`src/hdl/pgs_pkg.sv`:
```
`timescale 1ns / 1ps

package pgs_pkg;

   localparam int MAX_SIDE_DEFAULT   = 256;
   localparam int LEVEL_BITS_DEFAULT = 24;

   // fixed field widths
   localparam int FUNC_BITS      = 3;
   localparam int COORD_BITS     = 8;
   localparam int DEPOSIT_BITS   = 24;
   localparam int OUT_LEVEL_BITS = 24;
   localparam int SIZE_REG_BITS  = 9;
   localparam int RATE_BITS      = 16;
   localparam int CFG_LEVEL_BITS = 24;
   localparam int CSR_INDEX_BITS = 3;
   localparam int CSR_DATA_BITS  = 24;

   // evaporation factor is one minus the Q0.16 rate
   localparam int FRAC_BITS   = 16;
   localparam int FACTOR_BITS = 17;
   localparam logic [FACTOR_BITS-1:0] RATE_ONE = 17'h10000;

   typedef enum logic [FUNC_BITS-1:0] {
      OP_READ  = 3'd0,
      OP_ADD   = 3'd1,
      OP_EVAP  = 3'd2,
      OP_CLEAR = 3'd3,
      OP_MAX   = 3'd4
   } op_type;

   localparam logic [CSR_INDEX_BITS-1:0] CSR_GRID_WIDTH       = 3'd0;
   localparam logic [CSR_INDEX_BITS-1:0] CSR_GRID_HEIGHT      = 3'd1;
   localparam logic [CSR_INDEX_BITS-1:0] CSR_EVAPORATION_RATE = 3'd2;
   localparam logic [CSR_INDEX_BITS-1:0] CSR_INITIAL_LEVEL    = 3'd3;
   localparam logic [CSR_INDEX_BITS-1:0] CSR_MINIMUM_LEVEL    = 3'd4;
   localparam logic [CSR_INDEX_BITS-1:0] CSR_MAXIMUM_LEVEL    = 3'd5;

   typedef struct packed {
      logic [SIZE_REG_BITS-1:0]  grid_width;
      logic [SIZE_REG_BITS-1:0]  grid_height;
      logic [RATE_BITS-1:0]      evaporation_rate;
      logic [CFG_LEVEL_BITS-1:0] initial_level;
      logic [CFG_LEVEL_BITS-1:0] minimum_level;
      logic [CFG_LEVEL_BITS-1:0] maximum_level;
   } csr_type;

   localparam csr_type CSR_RESET = '{
      grid_width:       9'd256,
      grid_height:      9'd256,
      evaporation_rate: 16'd6554,
      initial_level:    24'd65536,
      minimum_level:    24'd655,
      maximum_level:    24'd16777215
   };

   // sequencer to datapath
   typedef struct packed {
      logic                    start;
      logic                    issue;
      logic                    last;
      op_type                  op;
      logic [DEPOSIT_BITS-1:0] deposit;
   } dp_ctl_type;

   // datapath to sequencer
   typedef struct packed {
      logic                      done;
      logic [OUT_LEVEL_BITS-1:0] level;
   } dp_sts_type;

endpackage

```
`src/hdl/pgs_if.sv`:
```
`timescale 1ns / 1ps

interface pgs_req_if;
   logic                               valid;
   logic                               ready;
   logic [pgs_pkg::FUNC_BITS-1:0]      func;
   logic [pgs_pkg::COORD_BITS-1:0]     column;
   logic [pgs_pkg::COORD_BITS-1:0]     row;
   logic [pgs_pkg::DEPOSIT_BITS-1:0]   deposit;

   modport source (output valid, func, column, row, deposit, input ready);
   modport sink   (input valid, func, column, row, deposit, output ready);
endinterface

interface pgs_rsp_if;
   logic                               valid;
   logic                               ready;
   logic [pgs_pkg::OUT_LEVEL_BITS-1:0] level;
   logic                               out_of_grid;

   modport source (output valid, level, out_of_grid, input ready);
   modport sink   (input valid, level, out_of_grid, output ready);
endinterface

```
`src/hdl/pgs_seq.sv`:
```
`timescale 1ns / 1ps

module pgs_seq #(
   parameter int MAX_SIDE = pgs_pkg::MAX_SIDE_DEFAULT
) (
   input  logic                                 clock,
   input  logic                                 reset,
   pgs_req_if.sink                              req_ch,
   pgs_rsp_if.source                            rsp_ch,
   input  pgs_pkg::csr_type                     csr,
   input  pgs_pkg::dp_sts_type                  dp_sts,
   output pgs_pkg::dp_ctl_type                  dp_ctl,
   output logic [$clog2(MAX_SIDE*MAX_SIDE)-1:0] cell_addr
);

   localparam int CELLS      = MAX_SIDE * MAX_SIDE;
   localparam int ADDR_BITS  = $clog2(CELLS);
   localparam int COUNT_BITS = $clog2(CELLS + 1);
   localparam int SIDE_BITS  = $clog2(MAX_SIDE + 1);
   localparam int RPROD_BITS = SIDE_BITS + pgs_pkg::COORD_BITS;
   localparam int IDX_BITS   = (ADDR_BITS > RPROD_BITS + 1) ? ADDR_BITS : RPROD_BITS + 1;
   localparam int GPROD_BITS = 2 * SIDE_BITS;
   localparam int CMP_BITS   = (SIDE_BITS > pgs_pkg::COORD_BITS) ? SIDE_BITS + 1
                                                                 : pgs_pkg::COORD_BITS + 1;

   typedef enum logic [3:0] {
      S_IDLE   = 4'b0001,
      S_ISSUE  = 4'b0010,
      S_WAIT   = 4'b0100,
      S_FINISH = 4'b1000
   } state_type;

   function automatic logic [SIDE_BITS-1:0] used_side(
      input logic [pgs_pkg::SIZE_REG_BITS-1:0] v
   );
      logic [SIDE_BITS-1:0] r;
      if (v == '0) begin
         r = SIDE_BITS'(1);
      end else if (int'(v) > MAX_SIDE) begin
         r = SIDE_BITS'(MAX_SIDE);
      end else begin
         r = SIDE_BITS'(v);
      end
      return r;
   endfunction

   state_type                           state_in, state_ff;
   pgs_pkg::op_type                     op_in, op_ff;
   logic                                point_in, point_ff;
   logic [COUNT_BITS-1:0]               cnt_in, cnt_ff;
   logic [COUNT_BITS-1:0]               last_idx_in, last_idx_ff;
   logic [pgs_pkg::DEPOSIT_BITS-1:0]    dep_in, dep_ff;
   logic [pgs_pkg::OUT_LEVEL_BITS-1:0]  res_level_in, res_level_ff;
   logic                                res_flag_in, res_flag_ff;
   logic                                rsp_valid_in, rsp_valid_ff;
   logic [pgs_pkg::OUT_LEVEL_BITS-1:0]  rsp_level_in, rsp_level_ff;
   logic                                rsp_flag_in, rsp_flag_ff;

   logic [SIDE_BITS-1:0]  w_used, h_used;
   logic [RPROD_BITS-1:0] row_prod;
   logic [IDX_BITS-1:0]   idx;
   logic [GPROD_BITS-1:0] grid_prod;
   logic                  oob;
   logic                  start, issue, last;

   assign w_used    = used_side(csr.grid_width);
   assign h_used    = used_side(csr.grid_height);
   assign row_prod  = RPROD_BITS'(w_used) * RPROD_BITS'(req_ch.row);
   assign idx       = IDX_BITS'(row_prod) + IDX_BITS'(req_ch.column);
   assign grid_prod = GPROD_BITS'(w_used) * GPROD_BITS'(h_used);
   assign oob       = (CMP_BITS'(req_ch.column) >= CMP_BITS'(w_used))
                   || (CMP_BITS'(req_ch.row) >= CMP_BITS'(h_used));

   assign req_ch.ready = (state_ff == S_IDLE);

   always_comb begin
      state_in     = state_ff;
      op_in        = op_ff;
      point_in     = point_ff;
      cnt_in       = cnt_ff;
      last_idx_in  = last_idx_ff;
      dep_in       = dep_ff;
      res_level_in = res_level_ff;
      res_flag_in  = res_flag_ff;
      rsp_valid_in = rsp_valid_ff && !rsp_ch.ready;
      rsp_level_in = rsp_level_ff;
      rsp_flag_in  = rsp_flag_ff;
      start        = 1'b0;
      issue        = 1'b0;
      last         = 1'b0;
      unique case (state_ff)
         S_IDLE: begin
            if (req_ch.valid) begin
               start        = 1'b1;
               dep_in       = req_ch.deposit;
               cnt_in       = '0;
               last_idx_in  = grid_prod[COUNT_BITS-1:0] - COUNT_BITS'(1);
               point_in     = 1'b0;
               res_level_in = '0;
               res_flag_in  = 1'b0;
               unique case (req_ch.func) inside
                  pgs_pkg::OP_READ, pgs_pkg::OP_ADD: begin
                     op_in = pgs_pkg::op_type'(req_ch.func);
                     if (oob) begin
                        res_flag_in = 1'b1;
                        state_in    = S_FINISH;
                     end else begin
                        point_in = 1'b1;
                        cnt_in   = COUNT_BITS'(idx[ADDR_BITS-1:0]);
                        state_in = S_ISSUE;
                     end
                  end
                  pgs_pkg::OP_EVAP, pgs_pkg::OP_CLEAR, pgs_pkg::OP_MAX: begin
                     op_in    = pgs_pkg::op_type'(req_ch.func);
                     state_in = S_ISSUE;
                  end
                  default: state_in = S_FINISH;
               endcase
            end
         end
         S_ISSUE: begin
            // one cell per cycle into the datapath
            issue = 1'b1;
            last  = point_ff || (cnt_ff == last_idx_ff);
            if (last) begin
               state_in = S_WAIT;
            end else begin
               cnt_in = cnt_ff + COUNT_BITS'(1);
            end
         end
         S_WAIT: begin
            if (dp_sts.done) begin
               res_level_in = dp_sts.level;
               state_in     = S_FINISH;
            end
         end
         S_FINISH: begin
            if (!rsp_valid_ff || rsp_ch.ready) begin
               rsp_valid_in = 1'b1;
               rsp_level_in = res_level_ff;
               rsp_flag_in  = res_flag_ff;
               state_in     = S_IDLE;
            end
         end
         default: state_in = S_IDLE;
      endcase
   end

   always_ff @(posedge clock) begin
      if (reset) begin
         state_ff     <= S_IDLE;
         rsp_valid_ff <= 1'b0;
      end else begin
         state_ff     <= state_in;
         rsp_valid_ff <= rsp_valid_in;
      end
   end

   always_ff @(posedge clock) begin
      op_ff        <= op_in;
      point_ff     <= point_in;
      cnt_ff       <= cnt_in;
      last_idx_ff  <= last_idx_in;
      dep_ff       <= dep_in;
      res_level_ff <= res_level_in;
      res_flag_ff  <= res_flag_in;
      rsp_level_ff <= rsp_level_in;
      rsp_flag_ff  <= rsp_flag_in;
   end

   always_comb begin
      dp_ctl.start   = start;
      dp_ctl.issue   = issue;
      dp_ctl.last    = last;
      dp_ctl.op      = op_ff;
      dp_ctl.deposit = dep_ff;
   end

   assign cell_addr          = cnt_ff[ADDR_BITS-1:0];
   assign rsp_ch.valid       = rsp_valid_ff;
   assign rsp_ch.level       = rsp_level_ff;
   assign rsp_ch.out_of_grid = rsp_flag_ff;

   // the datapath only finishes an item the sequencer is waiting on
   assert property (@(posedge clock) disable iff (reset)
      dp_sts.done |-> state_ff == S_WAIT)
      else $error("pgs_seq: datapath done outside wait");

endmodule

```
`src/flat_wrapper.sv`:
```
// flat-port wrapper written by rule: the top's interface ports become plain ports
module pgs_seq_flat 
#(
   parameter int MAX_SIDE = pgs_pkg::MAX_SIDE_DEFAULT
)
  (clock, reset, csr, dp_sts, dp_ctl, cell_addr, req_ch_valid, req_ch_func, req_ch_column, req_ch_row, req_ch_deposit, req_ch_ready, rsp_ch_valid, rsp_ch_level, rsp_ch_out_of_grid, rsp_ch_ready);
  pgs_req_if req_ch_i ();
  pgs_rsp_if rsp_ch_i ();
  input  logic clock;
  input  logic reset;
  input  pgs_pkg::csr_type csr;
  input  pgs_pkg::dp_sts_type dp_sts;
  output pgs_pkg::dp_ctl_type dp_ctl;
  output logic [$clog2(MAX_SIDE*MAX_SIDE)-1:0] cell_addr;
  input wire logic [$bits(req_ch_i.valid)-1:0] req_ch_valid;
  input wire logic [$bits(req_ch_i.func)-1:0] req_ch_func;
  input wire logic [$bits(req_ch_i.column)-1:0] req_ch_column;
  input wire logic [$bits(req_ch_i.row)-1:0] req_ch_row;
  input wire logic [$bits(req_ch_i.deposit)-1:0] req_ch_deposit;
  output wire logic [$bits(req_ch_i.ready)-1:0] req_ch_ready;
  output wire logic [$bits(rsp_ch_i.valid)-1:0] rsp_ch_valid;
  output wire logic [$bits(rsp_ch_i.level)-1:0] rsp_ch_level;
  output wire logic [$bits(rsp_ch_i.out_of_grid)-1:0] rsp_ch_out_of_grid;
  input wire logic [$bits(rsp_ch_i.ready)-1:0] rsp_ch_ready;
  assign req_ch_i.valid = req_ch_valid;
  assign req_ch_i.func = req_ch_func;
  assign req_ch_i.column = req_ch_column;
  assign req_ch_i.row = req_ch_row;
  assign req_ch_i.deposit = req_ch_deposit;
  assign req_ch_ready = req_ch_i.ready;
  assign rsp_ch_valid = rsp_ch_i.valid;
  assign rsp_ch_level = rsp_ch_i.level;
  assign rsp_ch_out_of_grid = rsp_ch_i.out_of_grid;
  assign rsp_ch_i.ready = rsp_ch_ready;
  pgs_seq #(.MAX_SIDE(MAX_SIDE)) u_core (.clock(clock), .reset(reset), .req_ch(req_ch_i), .rsp_ch(rsp_ch_i), .csr(csr), .dp_sts(dp_sts), .dp_ctl(dp_ctl), .cell_addr(cell_addr));
endmodule
```
`config.mk`:
```
export PLATFORM = sky130hd
export DESIGN_NAME = pgs_seq_flat
export DESIGN_NICKNAME = d
export VERILOG_FILES = /design/src/hdl/pgs_pkg.sv /design/src/hdl/pgs_if.sv /design/src/hdl/pgs_seq.sv /design/src/flat_wrapper.sv
export SDC_FILE = /design/constraint.sdc
export NUM_CORES = 1
export LEC_CHECK = 0
export BUFFER_PORTS_ARGS = -buffer_cell sky130_fd_sc_hd__buf_2
export CORE_MARGIN = 2
export CORE_UTILIZATION = 45
export CTS_CLUSTER_SIZE = 20
export DETAILED_ROUTE_END_ITERATION = 16
export GPL_TIMING_DRIVEN = 0
export HOLD_SLACK_MARGIN = 0.1
export PLACE_DENSITY = 0.72
export SLEW_MARGIN = 0
export SYNTH_ARGS = -nofsm -noshare
export SYNTH_HDL_FRONTEND = slang
export SYNTH_SLANG_ARGS = --single-unit
export TNS_END_PERCENT = 20
```
`constraint.sdc`:
```
create_clock -name clock -period 6.5 [get_ports clock]
set_input_delay 0.975 -clock clock [delete_from_list [all_inputs] [get_ports clock]]
set_output_delay 0.975 -clock clock [all_outputs]
set_load 0.01 [all_outputs]
```
[Yosys cells after proc, flatten, opt, wreduce, memory -nomap -nowiden]
Cells that the tools add are included.
W data, S select, Z words.
Storage, ports and cells
  register bits: 117
  output and inout bits: 73
Cells by class
  muxes and demuxes: 27
  magnitude comparators: 4
  multiply operators: 2
  reductions and logical operators: 20
  $add $sub $neg: 3
  eq/ne operators: 14
Operators by type and width (count)
  $mux W17: 3
  $mux W24: 2
  $pmux W24 S2: 1
  $mux W9: 4
  $pmux W17 S2: 1
  $mux W4: 5
  $ge A8 B9 Y1: 2
  $gt A9 B9 Y1 const B: 2
  $logic_not A9 Y1: 2
  $add A17 B1 Y17 const B: 1
  $eq A17 B17 Y1: 1
  $mul A9 B9 Y17: 1
  $sub A17 B1 Y17 const B: 1
  $add A16 B8 Y16: 1
  $mul A9 B8 Y16: 1
  $mux W16: 1
  $pmux W4 S4: 1
  $reduce_and A3 Y1: 3
  $mux W1: 8
  $pmux W4 S2: 1
  $eq A3 B2 Y1 const B: 2
  $ne A2 B2 Y1 const B: 3
  $reduce_or A5 Y1: 1
  $eq A4 B1 Y1 const B: 1
  15 further kinds: 21

[Logic depth before layout (Yosys ltp)]
  word-level depth: 9
  depth in mapped cells: 21
  gate-level depth less buffers: 19

[Worst setup path after synthesis]
OpenSTA, ideal clock, no wires.
  path type: input port to flip-flop
  from: input csr[105] (netlist name)
  to: register u_core.last_idx_ff[14] (data pin)
  slack: 0.639 ns
  required time: 6.235 ns
  stages on the path: 18
  arrival time: 5.595 ns
  cells stage by stage: clkbuf_1 -> nor2b_1 -> clkbuf_1 -> clkbuf_1 -> nand2_1 -> fa_1 -> inv_1 -> fa_1 -> fa_1 -> fa_1 -> fa_1 -> ha_1 -> and3_1 -> nand2_1 -> a21oi_1 -> o41ai_2 -> or3_1 -> nand4_1
Between the ends
  cells in the longest elaborated chain, start to end: 5
  elaborated cells on any way between the ends: 6
  those cells by class: add/sub: 1; mul: 1; order compare: 1; mux: 2; reduce/logical: 1
RTL lines
  start, declared: RTL line flat_wrapper.sv:11  | input pgs_pkg::csr_type csr;
  $gt A9 B9 Y1: RTL line pgs_seq.sv:39  | end else if (int'(v) > MAX_SIDE) begin
  $mux W9: RTL line pgs_seq.sv:39
  $mux W9 *: RTL line pgs_seq.sv:37  | if (v == '0) begin
  $mul A9 B9 Y17 *: RTL line pgs_seq.sv:70  | assign grid_prod = GPROD_BITS'(w_used) * GPROD_BITS'(h_used);
  $sub A17 B1 Y17 *: RTL line pgs_seq.sv:97  | last_idx_in = grid_prod[COUNT_BITS-1:0] - COUNT_BITS'(1);
  end signal, assigned: RTL line pgs_seq.sv:163  | last_idx_ff <= last_idx_in;
  end, declared: RTL line pgs_seq.sv:51  | logic [COUNT_BITS-1:0] last_idx_in, last_idx_ff;
Every way passes the cells marked *; elsewhere a longest branch is shown, timed or not.
A chain may end at the register's enable or synchronous reset.

[Worst setup path in the final report]
  from: input csr[99] (netlist name)
  to: register u_core.last_idx_ff[14] (data pin)
The elaborated chain is that of the path after synthesis.

==> results.sh <==
export IMPL_cp_end_kind="flop"
export IMPL_cp_arrival_ns=6.18
export IMPL_core_area_um2=22710
export IMPL_r2r_start="u_core.state_ff[0]"
export IMPL_peakVddDrop_mv=0.1770
export IMPL_hp_start="u_core.res_level_ff[1]"
export IMPL_grt_pass1_wl_um=38470
export IMPL_clock_path_buffers=2
export IMPL_die_area_um2=24440
export IMPL_layout_common_cells="buf_2, inv_1, nand2_1"
export IMPL_die_x_um=156.3
export IMPL_relSlewSlack=0.3649
export IMPL_power_mw=3.197
export IMPL_multi_input_area_um2=6126
export IMPL_hold_depth=0
export IMPL_cts_tree="built"
export IMPL_cts_root_buffer="clkbuf_16"
export IMPL_gp_congestion=0.8855
export IMPL_overflow=0
export IMPL_grt_max_degree=45
export IMPL_whs_ns=0.4142
export IMPL_r2r_cells=6
export IMPL_finalSetupViolCount=0
export IMPL_synth_edf_count=112
export IMPL_critPathRequiredTime_ns=6.61
export IMPL_syn_inst=1008
export IMPL_ant_nets=0
export IMPL_synthesis_area_um2=10440
export IMPL_drv_slew=0
export IMPL_die_h_um=156.3
export IMPL_wl_per_cell_um=15.97
export IMPL_hp_class="flop to flop"
export IMPL_synth_seq_cells=117
export IMPL_hold_viol=0
export IMPL_clock_latency_ns=0.41
export IMPL_drc=0
export IMPL_outcome="completed"
export IMPL_seq_area_um2=3463
export IMPL_synth_fp_nets=1389
export IMPL_wl_um=23720
export IMPL_antenna_cells=0
export IMPL_worst_setup_path_type="primary input to flop"
export IMPL_rsz0062_at_grt="false"
export IMPL_synthArstFlopShare=0
export IMPL_vias_per_cell=5.116
export IMPL_initial_core_util=0.4598
export IMPL_yosysSeqAreaShare=0.3317
export IMPL_first_iter_violations=574
export IMPL_synth_ff_type="edfxtp_1"
export IMPL_drive_gt1_frac=0.2000
export IMPL_min_period_ns=6.067
export IMPL_rows=55
export IMPL_clock_sinks=117
export IMPL_p_leak_nw=5.729
export IMPL_io_pins=251
export IMPL_ys_warn_count=0
export IMPL_dpl_hpwl_um=19230
export IMPL_grt_pass1_vias=7606
export IMPL_cts_buffers=17
export IMPL_p_per_area_nw_per_um2=261.5
export IMPL_crit_start="csr[99]"
export IMPL_vias=7598
export IMPL_area_delta_synth_final_pct=17.06
export IMPL_cp_max_fo=10
export IMPL_grt_antenna_before_repair=0
export IMPL_avgSynthCellArea_um2=10.36
export IMPL_fin_crit_sh=0.9333
export IMPL_grt_util_all_layers=0.2023
export IMPL_max_clock_freq_ghz=0.1648
export IMPL_n_fill_cell=2010
export IMPL_synth_cell_types=57
export IMPL_start_kind="primary input"
export IMPL_nets=1568
export IMPL_skew_ns=0.006625
export IMPL_first_pass_iters=5
export IMPL_final_common_cell="buf_2"
export IMPL_tightest_slew_ns=0.9503
export IMPL_portBuffers=160
export IMPL_clkTransAtPathRegs_ns=0.06
export IMPL_cap_violations=0
export IMPL_htree_num_levels=4
export IMPL_regToRegSetupSlack_ns=3.86
[power breakdown]
group	switching (mW)	leakage [nW]	internal [mW]
registers	0.0691	1.10	0.976
clock network	0.353	0.267	0.536
logic	0.728	4.36	0.535
[synth_stat cells, types with 13 or more instances]
library cell    n  area (µm²)
buf_4          19       142.6
nor3_1         13       65.06
edfxtp_1      112        3363
nor2_1         45       168.9
nand2_1       118       442.9
nor2b_1        19       118.9
clkbuf_1       29       108.9
inv_1         162       608.1
and2_1         74       462.9
xnor2_1        31       271.5
o21ai_0        13       65.06
ha_1          101        1264
xor2_1         30       262.8
fa_1          102        2042
o22ai_1        14       87.58
a21oi_1        22       110.1
[state kept, by name, summed over array words and instances, names as in the netlist, 3 cells and up]
signal and count:
u_core.res_level_ff 24, u_core.cnt_ff 17, u_core.op_ff 3, u_core.dep_ff 24, u_core.rsp_ch.level 24, u_core.last_idx_ff 17
u_core.state_ff 4
[worst paths after layout]
kind / to
setup / recovery: u_core.last_idx_ff[14]
hold / removal: u_core.rsp_ch.level[1]
setup reg to reg: u_core.cnt_ff[1]
hold reg to reg: u_core.rsp_ch.level[1]
[through the flow]
| stage | cell area [µm²] | util | setup WS (ns) | setup TNS (ns) | std cells |
|---|---|---|---|---|---|
| finish | 12220 | 0.5382 | 0.4333 | 0 | 1485 |
| global route | 12220 | 0.5382 | 0.1115 | 0 | 1485 |
| CTS | 12190 | 0.5369 | 0.02629 | 0 | 1486 |
| detailed placement | 11620 | 0.5115 | -0.5827 | -1.522 | 1454 |
| global placement | 11600 | 0.5107 | -0.5249 | -1.130 | 1453 |
| floorplan | 10440 | - | 0.6393 | 0 | 1008 |
[cells by family (layout without fill, tap and decap cells)]
| logic type | Yosys count | count (layout) | share of synthesized area |
|---|---|---|---|
| flip-flops | 117 | 117 | 0.3317 |
| XOR/XNOR | 61 | 61 | 0.05117 |
| buffers and inverters | 214 | 406 | 0.08472 |
| adder cells (fa/ha/maj) | 203 | 203 | 0.3166 |
| AO/OA/AOI/OAI | 98 | 98 | 0.06519 |
| AND/OR/NAND/NOR | 315 | 315 | 0.1506 |
[worst max-delay path, stage by stage]
cell and delay (ns):
buf_2 0.11, nor4_1 0.30, a21oi_1 0.25, nor2_1 0.29, clkbuf_2 0.30, nand2_1 0.11, fa_1 0.38, inv_1 0.08
fa_1 0.44, fa_1 0.56, fa_1 0.43, fa_1 0.46, ha_1 0.36, a21oi_1 0.15, o21ai_0 0.17, o41ai_4 0.50
or3_1 0.19, nand4_1 0.15
[cell type report]
cell class / count / share of cell area
inverter: 162 / 0.04975
timing repair buffer: 161 / 0.06674
clock inverter: 14 / 0.01157
tap: 285 / 0.02917
buffer: 51 / 0.02313
sequential: 117 / 0.2833
multi-input combinational: 677 / 0.5012
clock buffer: 18 / 0.03511
[metal layers]
layer  GRT usage  vias to the layer above  share of wire
li1            -                     3649              -
met1      0.2638                     3642           0.43
met2      0.3369                      267           0.48
met3     0.04569                       40          0.074
met4     0.06335                        0          0.022
met5           0                        -              0
[timing repair]
item,4_1_cts,5_1_grt
setup buffers,0,0
cloned,0,0
endpoints found under the setup margin,1,3
hold buffers,0,0
resized for setup,5,11
Power figures use the tool's default switching activity.
